### config.mk
export PLATFORM = sky130hd
export DESIGN_NAME = i2c_target_register_file_unit
export DESIGN_NICKNAME = d
export VERILOG_FILES = /design/src/hw/rtl/i2ctrf_pkg.sv /design/src/hw/rtl/i2ctrf_regs.sv /design/src/hw/rtl/i2ctrf_ptr.sv /design/src/hw/rtl/i2ctrf_cfg.sv /design/src/hw/rtl/i2c_target_register_file_unit.sv
export SDC_FILE = /design/constraint.sdc
export NUM_CORES = 1
export LEC_CHECK = 0
export BUFFER_PORTS_ARGS = -buffer_cell sky130_fd_sc_hd__buf_4
export CORE_ASPECT_RATIO = 1.25
export CORE_MARGIN = 1.5
export CORE_UTILIZATION = 25
export DETAILED_ROUTE_END_ITERATION = 7
export HOLD_SLACK_MARGIN = 0.06
export PLACE_DENSITY_LB_ADDON = 0.25
export SLEW_MARGIN = 25
export SYNTH_ARGS = -nofsm -noshare
export SYNTH_HDL_FRONTEND = slang
export SYNTH_HIERARCHICAL = 1
export SYNTH_SLANG_ARGS = --single-unit
### constraint.sdc
create_clock -name clk -period 10.25 [get_ports clk]
set_clock_uncertainty 0.2 [all_clocks]
set_input_delay 2.05 -clock clk [delete_from_list [all_inputs] [get_ports clk]]
set_output_delay 2.05 -clock clk [all_outputs]
set_load 0.02 [all_outputs]
### src/hw/rtl/i2ctrf_pkg.sv
// types and constants shared by the i2c target register file
// no dependencies: compile this file first
package i2ctrf_pkg;

	// width of the register pointer and of the register count
	localparam int unsigned PTR_W  = 5;
	localparam int unsigned MASK_W = 16;
	localparam int unsigned DATA_W = 8;
	localparam int unsigned EVIDX_W = 4;

	// value returned on a read with no valid register
	localparam logic [DATA_W-1:0] IDLE_BYTE = 8'hFF;

	// reset values of the configuration registers
	localparam logic [PTR_W-1:0]  COUNT_RESET = 5'd16;
	localparam logic [MASK_W-1:0] MASK_RESET  = 16'h0000;

	// bus operation codes
	typedef enum logic [1:0] {
		OP_START_WRITE = 2'd0,
		OP_START_READ  = 2'd1,
		OP_WRITE_BYTE  = 2'd2,
		OP_READ_BYTE   = 2'd3
	} op_e_t;

	// configuration register indexes
	typedef enum logic {
		CFG_REGISTER_COUNT = 1'b0,
		CFG_READONLY_MASK  = 1'b1
	} cfg_reg_t;

	// one input item
	typedef struct packed {
		op_e_t             operation;
		logic [DATA_W-1:0] write_byte_value;
	} in_item_t;

	// one result item
	typedef struct packed {
		logic [DATA_W-1:0]  read_byte_value;
		logic [PTR_W-1:0]   remaining_count;
		logic               changed_event;
		logic [EVIDX_W-1:0] changed_index;
	} out_item_t;

	// write request from the pointer logic to the register array
	typedef struct packed {
		logic              en;
		logic [PTR_W-1:0]  idx;
		logic [DATA_W-1:0] data;
	} wr_req_t;

endpackage

### src/hw/rtl/i2ctrf_regs.sv
// byte register array of the i2c target register file
// depends on i2ctrf_pkg
module i2ctrf_regs #(
	parameter int unsigned NUM_REGS = 16
) (
	input  logic                      clk,
	input  logic                      arst_n,
	input  i2ctrf_pkg::wr_req_t       wr_req,
	input  logic [i2ctrf_pkg::PTR_W-1:0] rd_idx,
	output logic [i2ctrf_pkg::DATA_W-1:0] rd_data
);

	localparam int unsigned IDX_W = (NUM_REGS > 1) ? $clog2(NUM_REGS) : 1;
	localparam int unsigned AW    = (IDX_W > i2ctrf_pkg::PTR_W) ? IDX_W : i2ctrf_pkg::PTR_W;

	logic [i2ctrf_pkg::DATA_W-1:0] regs_q [NUM_REGS];
	logic [AW-1:0]                 wr_addr_w;
	logic [AW-1:0]                 rd_addr_w;
	logic [IDX_W-1:0]              wr_addr;
	logic [IDX_W-1:0]              rd_addr;

	// pointer is always below the register count when used, so it fits the array
	assign wr_addr_w = AW'(wr_req.idx);
	assign rd_addr_w = AW'(rd_idx);
	assign wr_addr   = wr_addr_w[IDX_W-1:0];
	assign rd_addr   = rd_addr_w[IDX_W-1:0];

	// register storage, cleared at reset
	always_ff @(posedge clk or negedge arst_n) begin
		if (!arst_n) begin
			for (int i = 0; i < int'(NUM_REGS); i++) begin
				regs_q[i] <= '0;
			end
		end else if (wr_req.en) begin
			regs_q[wr_addr] <= wr_req.data;
		end
	end

	// read of the pointed register, registered in the result stage
	assign rd_data = regs_q[rd_addr];

endmodule

### src/hw/rtl/i2ctrf_ptr.sv
// register pointer and per-item decode of the i2c target register file
// depends on i2ctrf_pkg
module i2ctrf_ptr #(
	parameter int unsigned NUM_REGS = 16
) (
	input  logic                           clk,
	input  logic                           arst_n,
	input  logic                           valid_s1,
	input  i2ctrf_pkg::in_item_t           item_s1,
	input  logic [i2ctrf_pkg::PTR_W-1:0]   count_q,
	input  logic [i2ctrf_pkg::MASK_W-1:0]  mask_q,
	input  logic [i2ctrf_pkg::DATA_W-1:0]  rd_data,
	output logic [i2ctrf_pkg::PTR_W-1:0]   ptr,
	output i2ctrf_pkg::wr_req_t            wr_req,
	output i2ctrf_pkg::out_item_t          res
);

	logic [i2ctrf_pkg::PTR_W-1:0] ptr_q;
	logic                         set_q;
	logic [i2ctrf_pkg::PTR_W-1:0] ptr_n;
	logic                         set_n;
	logic [i2ctrf_pkg::PTR_W-1:0] cnt;
	logic [i2ctrf_pkg::PTR_W-1:0] ptr_inc;
	logic                         in_range;
	logic                         ro_hit;

	// register count clamped to the size of the array
	assign cnt = (32'(count_q) > NUM_REGS) ? i2ctrf_pkg::PTR_W'(NUM_REGS) : count_q;

	assign ptr_inc  = ptr_q + 1'b1;
	assign in_range = ptr_q < cnt;
	// registers above the mask width are always writable
	assign ro_hit = !ptr_q[i2ctrf_pkg::PTR_W-1] &&
		mask_q[ptr_q[i2ctrf_pkg::EVIDX_W-1:0]];

	assign ptr = ptr_q;

	// next pointer, write request and result for the item in stage one
	always_comb begin
		ptr_n  = ptr_q;
		set_n  = set_q;
		wr_req = '0;
		res    = '0;
		wr_req.idx  = ptr_q;
		wr_req.data = item_s1.write_byte_value;
		unique case (item_s1.operation)
			i2ctrf_pkg::OP_START_WRITE: begin
				set_n = 1'b0;
				ptr_n = '0;
			end
			i2ctrf_pkg::OP_START_READ: begin
				set_n = set_q;
			end
			i2ctrf_pkg::OP_WRITE_BYTE: begin
				if (!set_q) begin
					// first byte selects the register
					if (item_s1.write_byte_value < {3'b000, cnt}) begin
						ptr_n = item_s1.write_byte_value[i2ctrf_pkg::PTR_W-1:0];
						set_n = 1'b1;
						res.remaining_count = cnt -
							item_s1.write_byte_value[i2ctrf_pkg::PTR_W-1:0];
					end
				end else if (in_range) begin
					if (!ro_hit) begin
						wr_req.en             = 1'b1;
						res.changed_event     = 1'b1;
						res.changed_index     = ptr_q[i2ctrf_pkg::EVIDX_W-1:0];
					end
					ptr_n               = ptr_inc;
					res.remaining_count = cnt - ptr_inc;
				end
			end
			default: begin
				// read byte
				if (!set_q || !in_range) begin
					res.read_byte_value = i2ctrf_pkg::IDLE_BYTE;
				end else begin
					res.read_byte_value = rd_data;
					ptr_n               = ptr_inc;
					res.remaining_count = cnt - ptr_inc;
				end
			end
		endcase
		if (!valid_s1) begin
			wr_req.en = 1'b0;
		end
	end

	// pointer state
	always_ff @(posedge clk or negedge arst_n) begin
		if (!arst_n) begin
			ptr_q <= '0;
			set_q <= 1'b0;
		end else if (valid_s1) begin
			ptr_q <= ptr_n;
			set_q <= set_n;
		end
	end

endmodule

### src/hw/rtl/i2ctrf_cfg.sv
// configuration registers of the i2c target register file
// depends on i2ctrf_pkg
module i2ctrf_cfg (
	input  logic                          clk,
	input  logic                          arst_n,
	input  logic                          wr_en,
	input  i2ctrf_pkg::cfg_reg_t          wr_idx,
	input  logic [i2ctrf_pkg::MASK_W-1:0] wr_data,
	output logic [i2ctrf_pkg::PTR_W-1:0]  count_q,
	output logic [i2ctrf_pkg::MASK_W-1:0] mask_q
);

	// register writes decoded by index
	always_ff @(posedge clk or negedge arst_n) begin
		if (!arst_n) begin
			count_q <= i2ctrf_pkg::COUNT_RESET;
			mask_q  <= i2ctrf_pkg::MASK_RESET;
		end else if (wr_en) begin
			unique case (wr_idx)
				i2ctrf_pkg::CFG_REGISTER_COUNT: count_q <= wr_data[i2ctrf_pkg::PTR_W-1:0];
				i2ctrf_pkg::CFG_READONLY_MASK:  mask_q  <= wr_data;
				default:                        mask_q  <= mask_q;
			endcase
		end
	end

endmodule

### src/hw/rtl/i2c_target_register_file_unit.sv
// top level of the i2c target register file, bus side
// depends on i2ctrf_pkg, i2ctrf_cfg, i2ctrf_regs and i2ctrf_ptr
//
// Usage:
//   Input channel: an item (operation and write byte) is taken at a rising
//   edge with start high and busy low. busy is high while in reset and
//   until the next edge after it; then one item is taken each cycle.
//   Result channel: every item gives exactly one result, shown on result for
//   one cycle with result_valid high; it passes the input register and the
//   result register after the accepting edge.
//   The receiver cannot stall, so nothing is held back and no result waits.
//   Throughput is one item per cycle: the pointer is updated in the same
//   cycle the item is decoded, so the next item sees it straight away.
//   Configuration channel: cfg_index selects register count (0) or read-only
//   mask (1); written when cfg_valid and cfg_ready are high. Writes are
//   expected only while no item is in flight.
//   Reset: the byte registers, pointer and pointer flag clear; register count
//   returns to 16 and the mask to zero.
module i2c_target_register_file_unit #(
	parameter int unsigned NUM_REGS = 16
) (
	input  logic                          clk,
	input  logic                          arst_n,
	input  logic                          start,
	output logic                          busy,
	input  i2ctrf_pkg::in_item_t          item,
	output logic                          result_valid,
	output i2ctrf_pkg::out_item_t         result,
	input  logic                          cfg_valid,
	output logic                          cfg_ready,
	input  i2ctrf_pkg::cfg_reg_t          cfg_index,
	input  logic [i2ctrf_pkg::MASK_W-1:0] cfg_data
);

	logic                          busy_q;
	logic                          valid_s1;
	i2ctrf_pkg::in_item_t          item_s1;
	logic                          result_valid_q;
	i2ctrf_pkg::out_item_t         result_q;
	logic [i2ctrf_pkg::PTR_W-1:0]  count_q;
	logic [i2ctrf_pkg::MASK_W-1:0] mask_q;
	logic [i2ctrf_pkg::PTR_W-1:0]  ptr;
	logic [i2ctrf_pkg::DATA_W-1:0] rd_data;
	i2ctrf_pkg::wr_req_t           wr_req;
	i2ctrf_pkg::out_item_t         res;
	logic                          accept;

	assign busy      = busy_q;
	assign cfg_ready = !busy_q;
	assign accept    = start && !busy_q;

	// held busy through reset, cleared at the next edge after release
	always_ff @(posedge clk or negedge arst_n) begin
		if (!arst_n) begin
			busy_q <= 1'b1;
		end else begin
			busy_q <= 1'b0;
		end
	end

	// configuration registers
	i2ctrf_cfg u_cfg (
		.clk     (clk),
		.arst_n  (arst_n),
		.wr_en   (cfg_valid && cfg_ready),
		.wr_idx  (cfg_index),
		.wr_data (cfg_data),
		.count_q (count_q),
		.mask_q  (mask_q)
	);

	// input register
	always_ff @(posedge clk or negedge arst_n) begin
		if (!arst_n) begin
			valid_s1 <= 1'b0;
		end else begin
			valid_s1 <= accept;
		end
	end

	always_ff @(posedge clk) begin
		if (accept) begin
			item_s1 <= item;
		end
	end

	// byte register array
	i2ctrf_regs #(
		.NUM_REGS (NUM_REGS)
	) u_regs (
		.clk     (clk),
		.arst_n  (arst_n),
		.wr_req  (wr_req),
		.rd_idx  (ptr),
		.rd_data (rd_data)
	);

	// pointer and item decode
	i2ctrf_ptr #(
		.NUM_REGS (NUM_REGS)
	) u_ptr (
		.clk      (clk),
		.arst_n   (arst_n),
		.valid_s1 (valid_s1),
		.item_s1  (item_s1),
		.count_q  (count_q),
		.mask_q   (mask_q),
		.rd_data  (rd_data),
		.ptr      (ptr),
		.wr_req   (wr_req),
		.res      (res)
	);

	// result register
	always_ff @(posedge clk or negedge arst_n) begin
		if (!arst_n) begin
			result_valid_q <= 1'b0;
		end else begin
			result_valid_q <= valid_s1;
		end
	end

	always_ff @(posedge clk) begin
		if (valid_s1) begin
			result_q <= res;
		end
	end

	assign result_valid = result_valid_q;
	assign result       = result_q;

`ifndef ASSERT_OFF
	// every accepted item reaches the result stage via the input register
	a_accept_to_result: assert property (@(posedge clk) disable iff (!arst_n)
		start && !busy |=> ##1 result_valid)
		else $error("accepted item gave no result");

	// no result without an item in stage one the cycle before
	a_result_has_item: assert property (@(posedge clk) disable iff (!arst_n)
		result_valid |-> $past(valid_s1))
		else $error("result without an item");

	// a store never comes with read data
	a_event_no_read: assert property (@(posedge clk) disable iff (!arst_n)
		result_valid && result.changed_event |-> result.read_byte_value == '0)
		else $error("changed event together with read data");

	// register writes only happen for an item in stage one
	a_write_needs_item: assert property (@(posedge clk) disable iff (!arst_n)
		wr_req.en |-> valid_s1)
		else $error("register write without an item");
`endif

endmodule

## After elaboration in Yosys (flattened, before gate mapping)

Index checks and enable logic that the tools add are counted.

- Register bits after elaboration: 186
- Latch bits: 0
- Bits in writable memories: 0
- Memory bits (read-only): 0
- Input port bits: 31
- Output and inout port bits: 21
- Word-level logic and storage cells: 97
- Memories kept: 0

- $add $sub $neg: 3
- $mul: 0
- Divide/modulo/power cells: 0
- Magnitude comparators: 6
- Equality and inequality tests: 5
- Shifts and indexed selects: 0
- Multiplexer cells: 29
- Bitwise operators: 6
- Reductions and logical operators: 19

Operators with widths:

| cell | count |
|---|---|
| $bwmux 128 | 1 |
| $mux 5 | 9 |
| $bmux 8 s4 | 1 |
| $demux 8 s4 | 1 |
| $mux 8 | 4 |
| $pmux 5 s3 | 1 |
| $mux 10 | 1 |
| $pmux 5 s2 | 1 |
| $sub 5x5->5 | 2 |
| $lt 8x5->1 | 1 |
| $mux 1 | 8 |
| $ne 3x3->1 const B | 2 |
| $reduce_and 2->1 | 3 |
| $add 5x1->5 const B | 1 |
| $ge 5x5->1 const B | 1 |
| $gt 5x5->1 const B | 1 |
| $lt 4x5->1 const B | 1 |
| $lt 5x1->1 const B | 1 |
| $lt 5x5->1 | 1 |
| $not 1->1 | 5 |
| $not 4->5 | 1 |
| $reduce_and 5->1 | 1 |
| $bmux 1 s4 | 1 |
| $logic_and 1x1->1 | 4 |
| 12 further kinds | 15 |

## Logic depth before layout (Yosys ltp)

Gate-level depths: netlist (run 1).

- Depth in word-level cells: 8
- Depth in mapped cells: 12
- Gate-level depth less buffers: 11

## By module

Netlist (run 1), hierarchy kept.

By module, submodules not included:

| module | instances | cells each | area each (um^2) | seq. area each (um^2) |
|---|---|---|---|---|
| i2ctrf_regs | 1 | 365 | 5915.7 | 3203.1 |
| i2ctrf_ptr | 1 | 156 | 1378.8 | 150.1 |
| i2c_target_register_file_unit | 1 | 35 | 937.1 | 917.1 |
| i2ctrf_cfg | 1 | 45 | 792.0 | 526.8 |

## Worst setup path before layout (run 1)

OpenSTA, ideal clock, no wires.

- Path type: register to register
- Start: register u_cfg/count_q[4] (netlist bit)
- End: register u_regs/regs_q[112] (netlist bit)
- Library setup time: 0.125 ns
- Arrival: 3.082 ns
- Setup slack: 6.844 ns
- Stages on the path, launching flop included: 12
- Buffers on the path: 0
- Clock period less this slack: 3.406 ns
- Path through: dfstp_2 -> inv_1 -> nand2_1 -> ha_1 -> a21o_1 -> a211oi_2 -> nand3_4 -> nor3_4 -> and3_1 -> nand2_1 -> nor4_4 -> mux2_2

RTL lines:

| element | line | text |
|---|---|---|
| start, declared | i2ctrf_cfg.sv:9 | `output logic [i2ctrf_pkg::PTR_W-1:0] count_q,` |
| start signal, assigned | i2ctrf_cfg.sv:16 | `count_q <= i2ctrf_pkg::COUNT_RESET;` |
| start signal, assigned | i2ctrf_cfg.sv:20 | `i2ctrf_pkg::CFG_REGISTER_COUNT: count_q <= wr_data[i2ctrf_pkg::PTR_W-1:0];` |
| end signal, assigned by index | i2ctrf_regs.sv:35 | `regs_q[wr_addr] <= wr_req.data;` |
| end, declared | i2ctrf_regs.sv:16 | `logic [i2ctrf_pkg::DATA_W-1:0] regs_q [NUM_REGS];` |

==> results.md, run 1 <==
- Ratio of cells with drive above 1 in the final layout: 0.465
- GR Overflow Total: 0
- Number of max-cap violations: 0
- Most frequent cells in the layout: dfrtp_1, mux2_2, buf_4, mux4_2, edfxtp_1
- Number of nets with antenna violations after routing: 0
- Maximum buffer depth of the clock tree: 2
- Sequential group share of total power: 0.422
- Nets: 688
- Int Pwr: between 0.001 and 0.0015 W
- Pwr Density: ~190 nW/um^2
- CP max stage delay: 0.76 ns
- Tcrit/Tclk final: 0.392
- Gp weighted congestion: between 0.7 and 0.8
- Ports: between 50 and 60
- Reg clk slew, reported paths: roughly 0.07 ns
- Die W: 173 um
- Slowest CP cell: dfrtp_1
- Commonest non-fill, non-tap cell in the layout: dfrtp_1
- Logic pwr share: 0.247
- DRC errors left: 0
- Hold worst-path end: u_regs/regs_q[12]$_DFFE_PN0P_
- CTS tree: built
- Number of I/O port buffers: just over 50
- Static leakage: between 4 and 5 nW
- Antenna violations before repair: 0
- Hold path start: u_regs/regs_q[12]$_DFFE_PN0P_
- Clk sinks: roughly 190
- WHS Path Cells: 1
- First-pass GRT wire length: ~33 mm
- P_sw: about 0.00064 W
- DRT Pass-1 Iters: 4
- Post-DR wirelength/cell: around 19 um
- Critical-path cell list: ha_1 -> a21o_1 -> a211oi_2 -> nand3_4 -> nor3_4 -> and3_1 -> nand2_1 -> nor4_4 -> mux2_2
- WP data required: a little over 10 ns
- Via count of the first global-routing pass: 5,391
- Min cycle time layout: between 4 and 5 ns
- Maximum fanout along the worst path: 16
- Die Y: 215 um
- Critical path arrival: just over 4 ns
- Crit Path Class: reg2reg
- Die Area: 37,200 um^2
- RSZ-0062 raised after global routing: false
- Worst R2R Setup Slack: ~6.2 ns
- Least-Margin Pin Slew: about 0.86 ns
- Slew Limit Fails: 0
- Synth warnings: 6
- Core Area: 35,500 um^2
- Clock latency on the worst-skew pair: between 0.4 and 0.5 ns
- Post-synthesis cell area: between 9000 and 10,000 um^2
- Hold Violations, Final: 0
- Post-DP HPWL: about 14 mm
- Syn avg cell area: between 15 and 20 um^2
- Fin Hold WS: 0.303 ns
- Reg2Reg Depth: 9
- Antenna diodes: 0
- Cts repair resizes: 0
- Cts hold-fix bufs: 0
- Area growth syn-to-layout: 15.2%
- Max Clk Rate: roughly 0.25 GHz
- CP bufs+invs: 0
- Setup TNS: 0 ns
- Max-slew headroom: 0.427
- Worst vdd ir: about 180 uV
- Tot GR Track Use: 0.120
- Worst r2r src: u_ptr/ptr[3]$_DFFE_PN0P_
- Via Count: 5,037
- Outcome: finished, final reports clean
- Hold WC Path Type: reg2reg
- R2R Path End: u_regs/regs_q[116]$_DFFE_PN0P_
- FP Rows: 77
- CTS Buf Count: 17
- Clock power share: 0.331
- H-tree depth: 4
- Switch share: 0.322
- Wirelength, routed: 21.3 mm
- Post-CTS Setup Inserts: 0
- Largest net degree at the start of global routing: 86
- Startpoint Class: flop
- Finish-stage setup viols: 0
- Via/cell ratio: around 4.5
- Initial Util: 0.254
- Post-synthesis net count: 652
- Critical Path Sink Type: flop
- Root buf cell: clkbuf_16
- Family with the most delay on the worst path: simple AND/OR/NAND/NOR gates
- DR iter-0 viols: around 250
- Gate Count Post-Synth: 600
[state kept, by name, summed over array words and instances, names as in the netlist]
| signal | flops |
|---|---|
| u_ptr/set_q | 1 |
| result | 18 |
| u_cfg/count_q | 5 |
| valid_s1 | 1 |
| result_valid | 1 |
| u_regs/regs_q | 128 |
| item_s1 | 10 |
| u_cfg/mask_q | 16 |
| busy | 1 |
| u_ptr/ptr | 5 |
[per-stage QoR]
| step | setup WS, ns | power (W) | utilization | instance area (um^2) | instances |
|---|---|---|---|---|---|
| after floorplan | 6.84 | 0.00121 | - | 9020 | 600 |
| after global placement | 6.21 | 0.00134 | 0.277 | 9810 | 1091 |
| after detailed placement | 6.21 | 0.00134 | 0.277 | 9810 | 1091 |
| after CTS | 6.22 | 0.00201 | 0.293 | 10400 | 1123 |
| after global routing | 5.95 | 0.00208 | 0.293 | 10400 | 1123 |
| final | 6.24 | 0.00197 | 0.293 | 10400 | 1123 |
[area by class of cell]
cell class / instances / area, um^2
inverters: 21 / 78.8
clock buffers: 17 / 425
repair buffers: 58 / 443
clock inverters: 15 / 151
multi-input cells: 352 / 3890
flip-flops and latches: 186 / 4800
well taps: 474 / 593
fillers: 3686 / 25100
[layer usage]
layer / global-route usage / vias to the layer above / part of all wire
met3: 0.0196 / 28 / 0.031
met1: 0.142 / 2614 / 0.41
met5: 0 / - / 0
li1: - / 2288 / -
met4: 0.0493 / 0 / 0.026
met2: 0.214 / 107 / 0.53
[worst max-delay path by stage]
stage	from	endpoint	slack (ns)	cells past startpoint
3_3_place_gp	arst_n	u_ptr/ptr[1]$_DFFE_PN0P_	6.21	2
5_1_grt	u_ptr/ptr[0]$_DFFE_PN0P_	u_regs/regs_q[117]$_DFFE_PN0P_	5.95	11
4_1_cts	u_ptr/ptr[0]$_DFFE_PN0P_	u_regs/regs_q[116]$_DFFE_PN0P_	6.22	11
3_5_place_dp	arst_n	u_ptr/ptr[1]$_DFFE_PN0P_	6.21	2
2_1_floorplan	u_cfg/count_q[4]$_DFFE_PN1P_	u_regs/regs_q[112]$_DFFE_PN0P_	6.84	11
6_report	u_ptr/ptr[3]$_DFFE_PN0P_	u_regs/regs_q[116]$_DFFE_PN0P_	6.24	9
[power by group through the flow]
stage	logic, W	clock network (W)	registers [W]
after floorplan	0.000377	0	0.000836
after global routing	0.000535	0.000706	0.000838
after CTS	0.000499	0.000676	0.000832
after detailed placement	0.000497	0	0.000847
final	0.000487	0.000653	0.000832
after global placement	0.000494	0	0.000848
(Power assumes the default switching activity.)
==> run 2, diff against run 1 <==
==> constraint.sdc (replaced) <==
create_clock -name clk -period 3.7 [get_ports clk]
set_clock_uncertainty 0.2 [all_clocks]
set_input_delay 0.74 -clock clk [delete_from_list [all_inputs] [get_ports clk]]
set_output_delay 0.74 -clock clk [all_outputs]
set_load 0.02 [all_outputs]
==> run 2 against run 1 <==
- hold slack lost 0.18 ns
- cell area grew 2.5%
- maximum frequency grew 13%
- critical path type unchanged
==> results.md, run 2 (synthesis gave the netlist of run 1 again) <==
- Outcome: finished, final reports clean
- Nets: roughly 700
- Commonest non-fill, non-tap cell in the layout: dfrtp_1
- Worst vdd ir: 357 uV
- Largest Register: u_regs/regs_q
- Finished Layout Cells: between 1,000 and 1,500
- Placement Cell Area: between 9000 and 10,000 um^2
- Static leakage: around 4.9 nW
- Via Count: around 5,200
- Hold Violations, Final: 0
- Root buf cell: clkbuf_16
- Cts hold-fix bufs: 0
- Finish-stage setup viols: 0
- FP Rows: slightly below 80
- Pwr Density: approximately 540 nW/um^2
- Number of max-cap violations: 0
- Tcrit/Tclk final: 0.958
- Core Area: ~35,000 um^2
- CTS tree: built
- DRT Pass-1 Iters: 4
- H-tree depth: 4
- Number of nets with antenna violations after routing: 0
- WP depth: 11
- Startpoint Class: flop
- Post-DR wirelength/cell: 19.3 um
- First-pass GRT wire length: around 34 mm
- Placed Instances: between 1,000 and 1,500
- Least-Margin Pin Slew: 0.922 ns
- Die W: roughly 170 um
- P_sw: between 0.0015 and 0.002 W
- CP bufs+invs: 1
- Critical Path Sink Type: flop
- Sequential group share of total power: 0.403
- CTS Buf Count: 17
- Number of I/O port buffers: approximately 50
- Area growth syn-to-layout: 18.1%
- Most frequent cells in the layout: dfrtp_1, mux2_2, buf_4, mux4_2, edfxtp_1
- Slowest CP cell: or3_1
- Switch share: 0.305
- Maximum buffer depth of the clock tree: 2
- Via/cell ratio: about 4.5
- Max-slew headroom: 0.386
- Min cycle time layout: about 3.5 ns
- Filler cell count: 3,677
- Worst R2R Setup Slack: around 0.15 ns
- Die Y: between 200 and 250 um
- Clock latency on the worst-skew pair: roughly 0.44 ns
- Family with the most delay on the worst path: simple AND/OR/NAND/NOR gates
- Critical Path Source: u_cfg/count_q[4]$_DFFE_PN1P_
- Initial Util: 0.254
- WP data required: about 3.8 ns
- CP endpoint: u_regs/regs_q[95]$_DFFE_PN0P_
- Antenna violations before repair: 0
- Tot GR Track Use: 0.122
- Via count of the first global-routing pass: 5,551
- Clk sinks: approximately 190
- Max Clk Rate: roughly 0.28 GHz
- Clock power share: 0.353
- Largest net degree at the start of global routing: between 70 and 80
- Slew Limit Fails: 0
- Ports: 52
- DRC errors left: 0
- Post-DP HPWL: about 15 mm
- Logic pwr share: 0.245
- Design area: 10,600 um^2
- R2R Path End: u_regs/regs_q[95]$_DFFE_PN0P_
- Int Pwr: 0.00396 W
- Critical path arrival: roughly 3.7 ns
- Total power draw: approximately 0.0057 W
- CP max stage delay: around 0.58 ns
- GR Overflow Total: 0
- Die Area: 37,200 um^2
- Crit Path Class: reg2reg
- Reg2Reg Depth: 11
- Ratio of cells with drive above 1 in the final layout: 0.487
- Critical-path cell list: inv_1 -> nand2_1 -> ha_1 -> a21o_1 -> a211oi_2 -> nand3_4 -> nor3_4 -> and3_2 -> nand2b_1 -> or3_1 -> mux2_2
- DR iter-0 viols: 226
- Gp weighted congestion: between 0.7 and 0.8
- Antenna diodes: 0
- Wirelength, routed: 22.1 mm
- Max reg flops: 128
- Maximum fanout along the worst path: 8
- Worst r2r src: u_cfg/count_q[4]$_DFFE_PN1P_
- Hold WC Path Type: in2async
- Reg clk slew, reported paths: approximately 0.070 ns
==> run 2: cell types whose count changed in the layout (fill, tap and decap cells not counted), sizes merged <==
cell / previous run / this run
inv: 29 / 23
bufinv: 1 / 3
clkbuf: 17 / 20
clkinv: 3 / 5
buf: 58 / 80
clkinvlp: 3 / 2
==> run 2: timing repair <==
item / 4_1_cts / 5_1_grt
endpoints found under the setup margin: 0 / 52
setup buffers: 0 / 0
resized for setup: 0 / 2
==> run 2: metrics by stage <==
stage	setup WS, ns	TNS, ns	util	hold slack, ns
after floorplan	0.294	0	-	0.244
after global placement	0.169	0	0.282	0.280
after detailed placement	0.120	0	0.282	0.290
after CTS	0.0993	0	0.300	0.153
after global routing	-0.000279	-0.000279	0.300	0.172
final	0.154	0	0.300	0.121
==> run 2: cell type report <==
class	count	area, um^2	share of cell area
timing repair buffer	80	617	0.0579
clock inverter	12	155	0.0146
sequential	186	4800	0.451
inverter	21	78.8	0.00740
clock buffer	20	500	0.0470
tap	474	593	0.0557
multi-input combinational	352	3900	0.366
==> run 2: routing by layer <==
layer  vias to the layer above  part of all wire  track usage
li1                       2332                 -            -
met2                        76              0.52        0.216
met5                         -                 0            0
met3                        28             0.021       0.0212
met1                      2727              0.43        0.146
met4                         0             0.027       0.0484
==> run 2: how the worst min path moves through the flow <==
stage                                          to  slack, ns
floorplan                  result_valid$_DFF_PN0_       0.24
global placement     u_cfg/mask_q[14]$_DFFE_PN0P_       0.28
detailed placement    u_cfg/mask_q[3]$_DFFE_PN0P_       0.29
CTS                 u_regs/regs_q[20]$_DFFE_PN0P_       0.15
global route        u_regs/regs_q[20]$_DFFE_PN0P_       0.17
finish              u_regs/regs_q[10]$_DFFE_PN0P_       0.12
==> run 2: power by group through the flow <==
stage / clock (W) / combinational [W] / sequential [W]
floorplan: 0 / 0.00104 / 0.00232
global placement: 0 / 0.00142 / 0.00234
detailed placement: 0 / 0.00141 / 0.00234
CTS: 0.00206 / 0.00142 / 0.00230
global route: 0.00214 / 0.00154 / 0.00231
finish: 0.00201 / 0.00139 / 0.00229
==> run 3, diff against run 2 <==
==> constraint.sdc (replaced) <==
create_clock -name clk -period 4.1 [get_ports clk]
set_clock_uncertainty 0.2 [all_clocks]
set_input_delay 0.82 -clock clk [delete_from_list [all_inputs] [get_ports clk]]
set_output_delay 0.82 -clock clk [all_outputs]
set_load 0.02 [all_outputs]
==> run 3 against run 2 <==
- worst setup slack better by 0.15 ns
- cell area is 1.6% lower
- global-route usage is 0.28 points higher
- first-iteration DRC count is 28% higher
- clock-buffer cell count is 1 lower
- utilization is 0.49 points lower
==> results.md, run 3 (synthesis gave the netlist of run 1 again) <==
- Nets: between 600 and 700
- Startpoint Class: flop
- Wirelength, routed: approximately 22 mm
- Area growth syn-to-layout: 16.1%
- Placed Instances: about 1,100
- Reg2Reg Depth: 11
- Worst R2R Setup Slack: around 0.31 ns
- Met2 wire len: between 10 and 15 mm
- FP Rows: slightly below 80
- Commonest non-fill, non-tap cell in the layout: dfrtp_1
- Max Clk Rate: around 0.26 GHz
- Hold WC Path Type: in2async
- Setup TNS: 0 ns
- Via Count: 5,054
- Antenna violations before repair: 0
- CTS tree: built
- Clk sinks: between 150 and 200
- Die W: roughly 170 um
- GR Overflow Total: 0
- Fin worst setup slack: about 0.31 ns
- Die Y: ~220 um
- Max reg flops: approximately 130
- Met3 WL post-DR: around 500 um
- Tot GR Track Use: 0.125
- M1 WL: between 9 and 10 mm
- Slew Limit Fails: 0
- Ports: 52
- Reg clk slew, reported paths: ~0.070 ns
- Worst vdd ir: 318 uV
- Number of nets with antenna violations after routing: 0
- Slowest CP cell: dfstp_2
- WP depth: 11
- Total power draw: 0.00500 W
- CTS Buf Count: 17
- Gp weighted congestion: 0.797
- Util after Layout: 0.295
- DRC errors left: 0
- Family with the most delay on the worst path: simple AND/OR/NAND/NOR gates
- Pwr Density: ~480 nW/um^2
- Outcome: finished, final reports clean
- Crit Path Class: reg2reg
- H-tree depth: 4
- Via count of the first global-routing pass: approximately 5,500
- Tcrit/Tclk final: 0.925
- Maximum fanout along the worst path: 8
- CP max stage delay: 0.54 ns
- Most frequent cells in the layout: dfrtp_1, mux2_2, buf_4, mux4_2, edfxtp_1
- Post-CTS Setup Inserts: 0
- Ratio of cells with drive above 1 in the final layout: 0.470
- Max-slew headroom: 0.395
- Post-DP HPWL: between 10 and 15 mm
- Min cycle time layout: 3.79 ns
- Die Area: around 37,000 um^2
- First-pass GRT wire length: approximately 35 mm
- Number of max-cap violations: 0
- Critical path arrival: between 3 and 4 ns
- Cts repair resizes: 0
- Largest Register: u_regs/regs_q
- Maximum buffer depth of the clock tree: 2
- Finish-stage setup viols: 0
- Finished Layout Cells: roughly 1,100
- Top Layer Used: met4
- Static leakage: 4.78 nW
- Clock latency on the worst-skew pair: roughly 0.45 ns
- Largest net degree at the start of global routing: 68
- CP bufs+invs: 1
- Cts hold-fix bufs: 0
- Hold Violations, Final: 0
- Number of I/O port buffers: roughly 50
- Post-DR wirelength/cell: 19.5 um
- Initial Util: 0.254
- DRT Pass-1 Iters: 4
- DR iter-0 viols: just under 300
- Core Area: 35,500 um^2
- Critical-path cell list: inv_1 -> nand2_1 -> ha_1 -> a21o_1 -> a211oi_2 -> nand3_4 -> nor3_4 -> and3_1 -> nand2_1 -> nor3_4 -> mux2_2
- Least-Margin Pin Slew: between 0.9 and 1 ns
- WP data required: 4.22 ns
- Antenna diodes: 0
- Pre-CTS setup slack: between 0.2 and 0.3 ns
- RSZ-0062 raised after global routing: false
- Critical Path Sink Type: flop
- Via/cell ratio: 4.47
- Root buf cell: clkbuf_16
run 3: path summary, 6_finish.rpt:
check	end	startpoint
max	u_regs/regs_q[80]$_DFFE_PN0P_	u_cfg/count_q[4]$_DFFE_PN1P_
min	u_regs/regs_q[13]$_DFFE_PN0P_	arst_n
max reg2reg	u_regs/regs_q[80]$_DFFE_PN0P_	u_cfg/count_q[4]$_DFFE_PN1P_
min reg2reg	u_cfg/mask_q[14]$_DFFE_PN0P_	u_cfg/mask_q[14]$_DFFE_PN0P_
max in group asynchronous	u_regs/regs_q[90]$_DFFE_PN0P_	arst_n
min in group clk	u_cfg/mask_q[14]$_DFFE_PN0P_	u_cfg/mask_q[14]$_DFFE_PN0P_
run 3: through the flow:
step | area [um^2] | hold slack [ns]
after floorplan | 9020 | 0.270
after global placement | 9880 | 0.280
after detailed placement | 9880 | 0.289
after CTS | 10500 | 0.188
after global routing | 10500 | 0.206
final | 10500 | 0.172
run 3: where the power goes:
| part | switching (W) | leakage [nW] | internal [W] |
|---|---|---|---|
| sequential | 0.0000941 | 2.41 | 0.00198 |
| clock | 0.000747 | 0.291 | 0.000939 |
| combinational | 0.000734 | 2.07 | 0.000508 |
run 3: metal layers:
metal,up-vias,track usage
met4,0,0.0519
li1,2305,-
met5,-,0
met3,29,0.0214
met1,2625,0.151
met2,95,0.218
run 3: layout make-up:
cell class / instances / area (um^2)
clock buffers: 19 / 454
clock inverters: 12 / 138
fillers: 3645 / 25000
inverters: 21 / 78.8
multi-input cells: 352 / 3890
flip-flops and latches: 186 / 4800
well taps: 474 / 593
repair buffers: 66 / 512
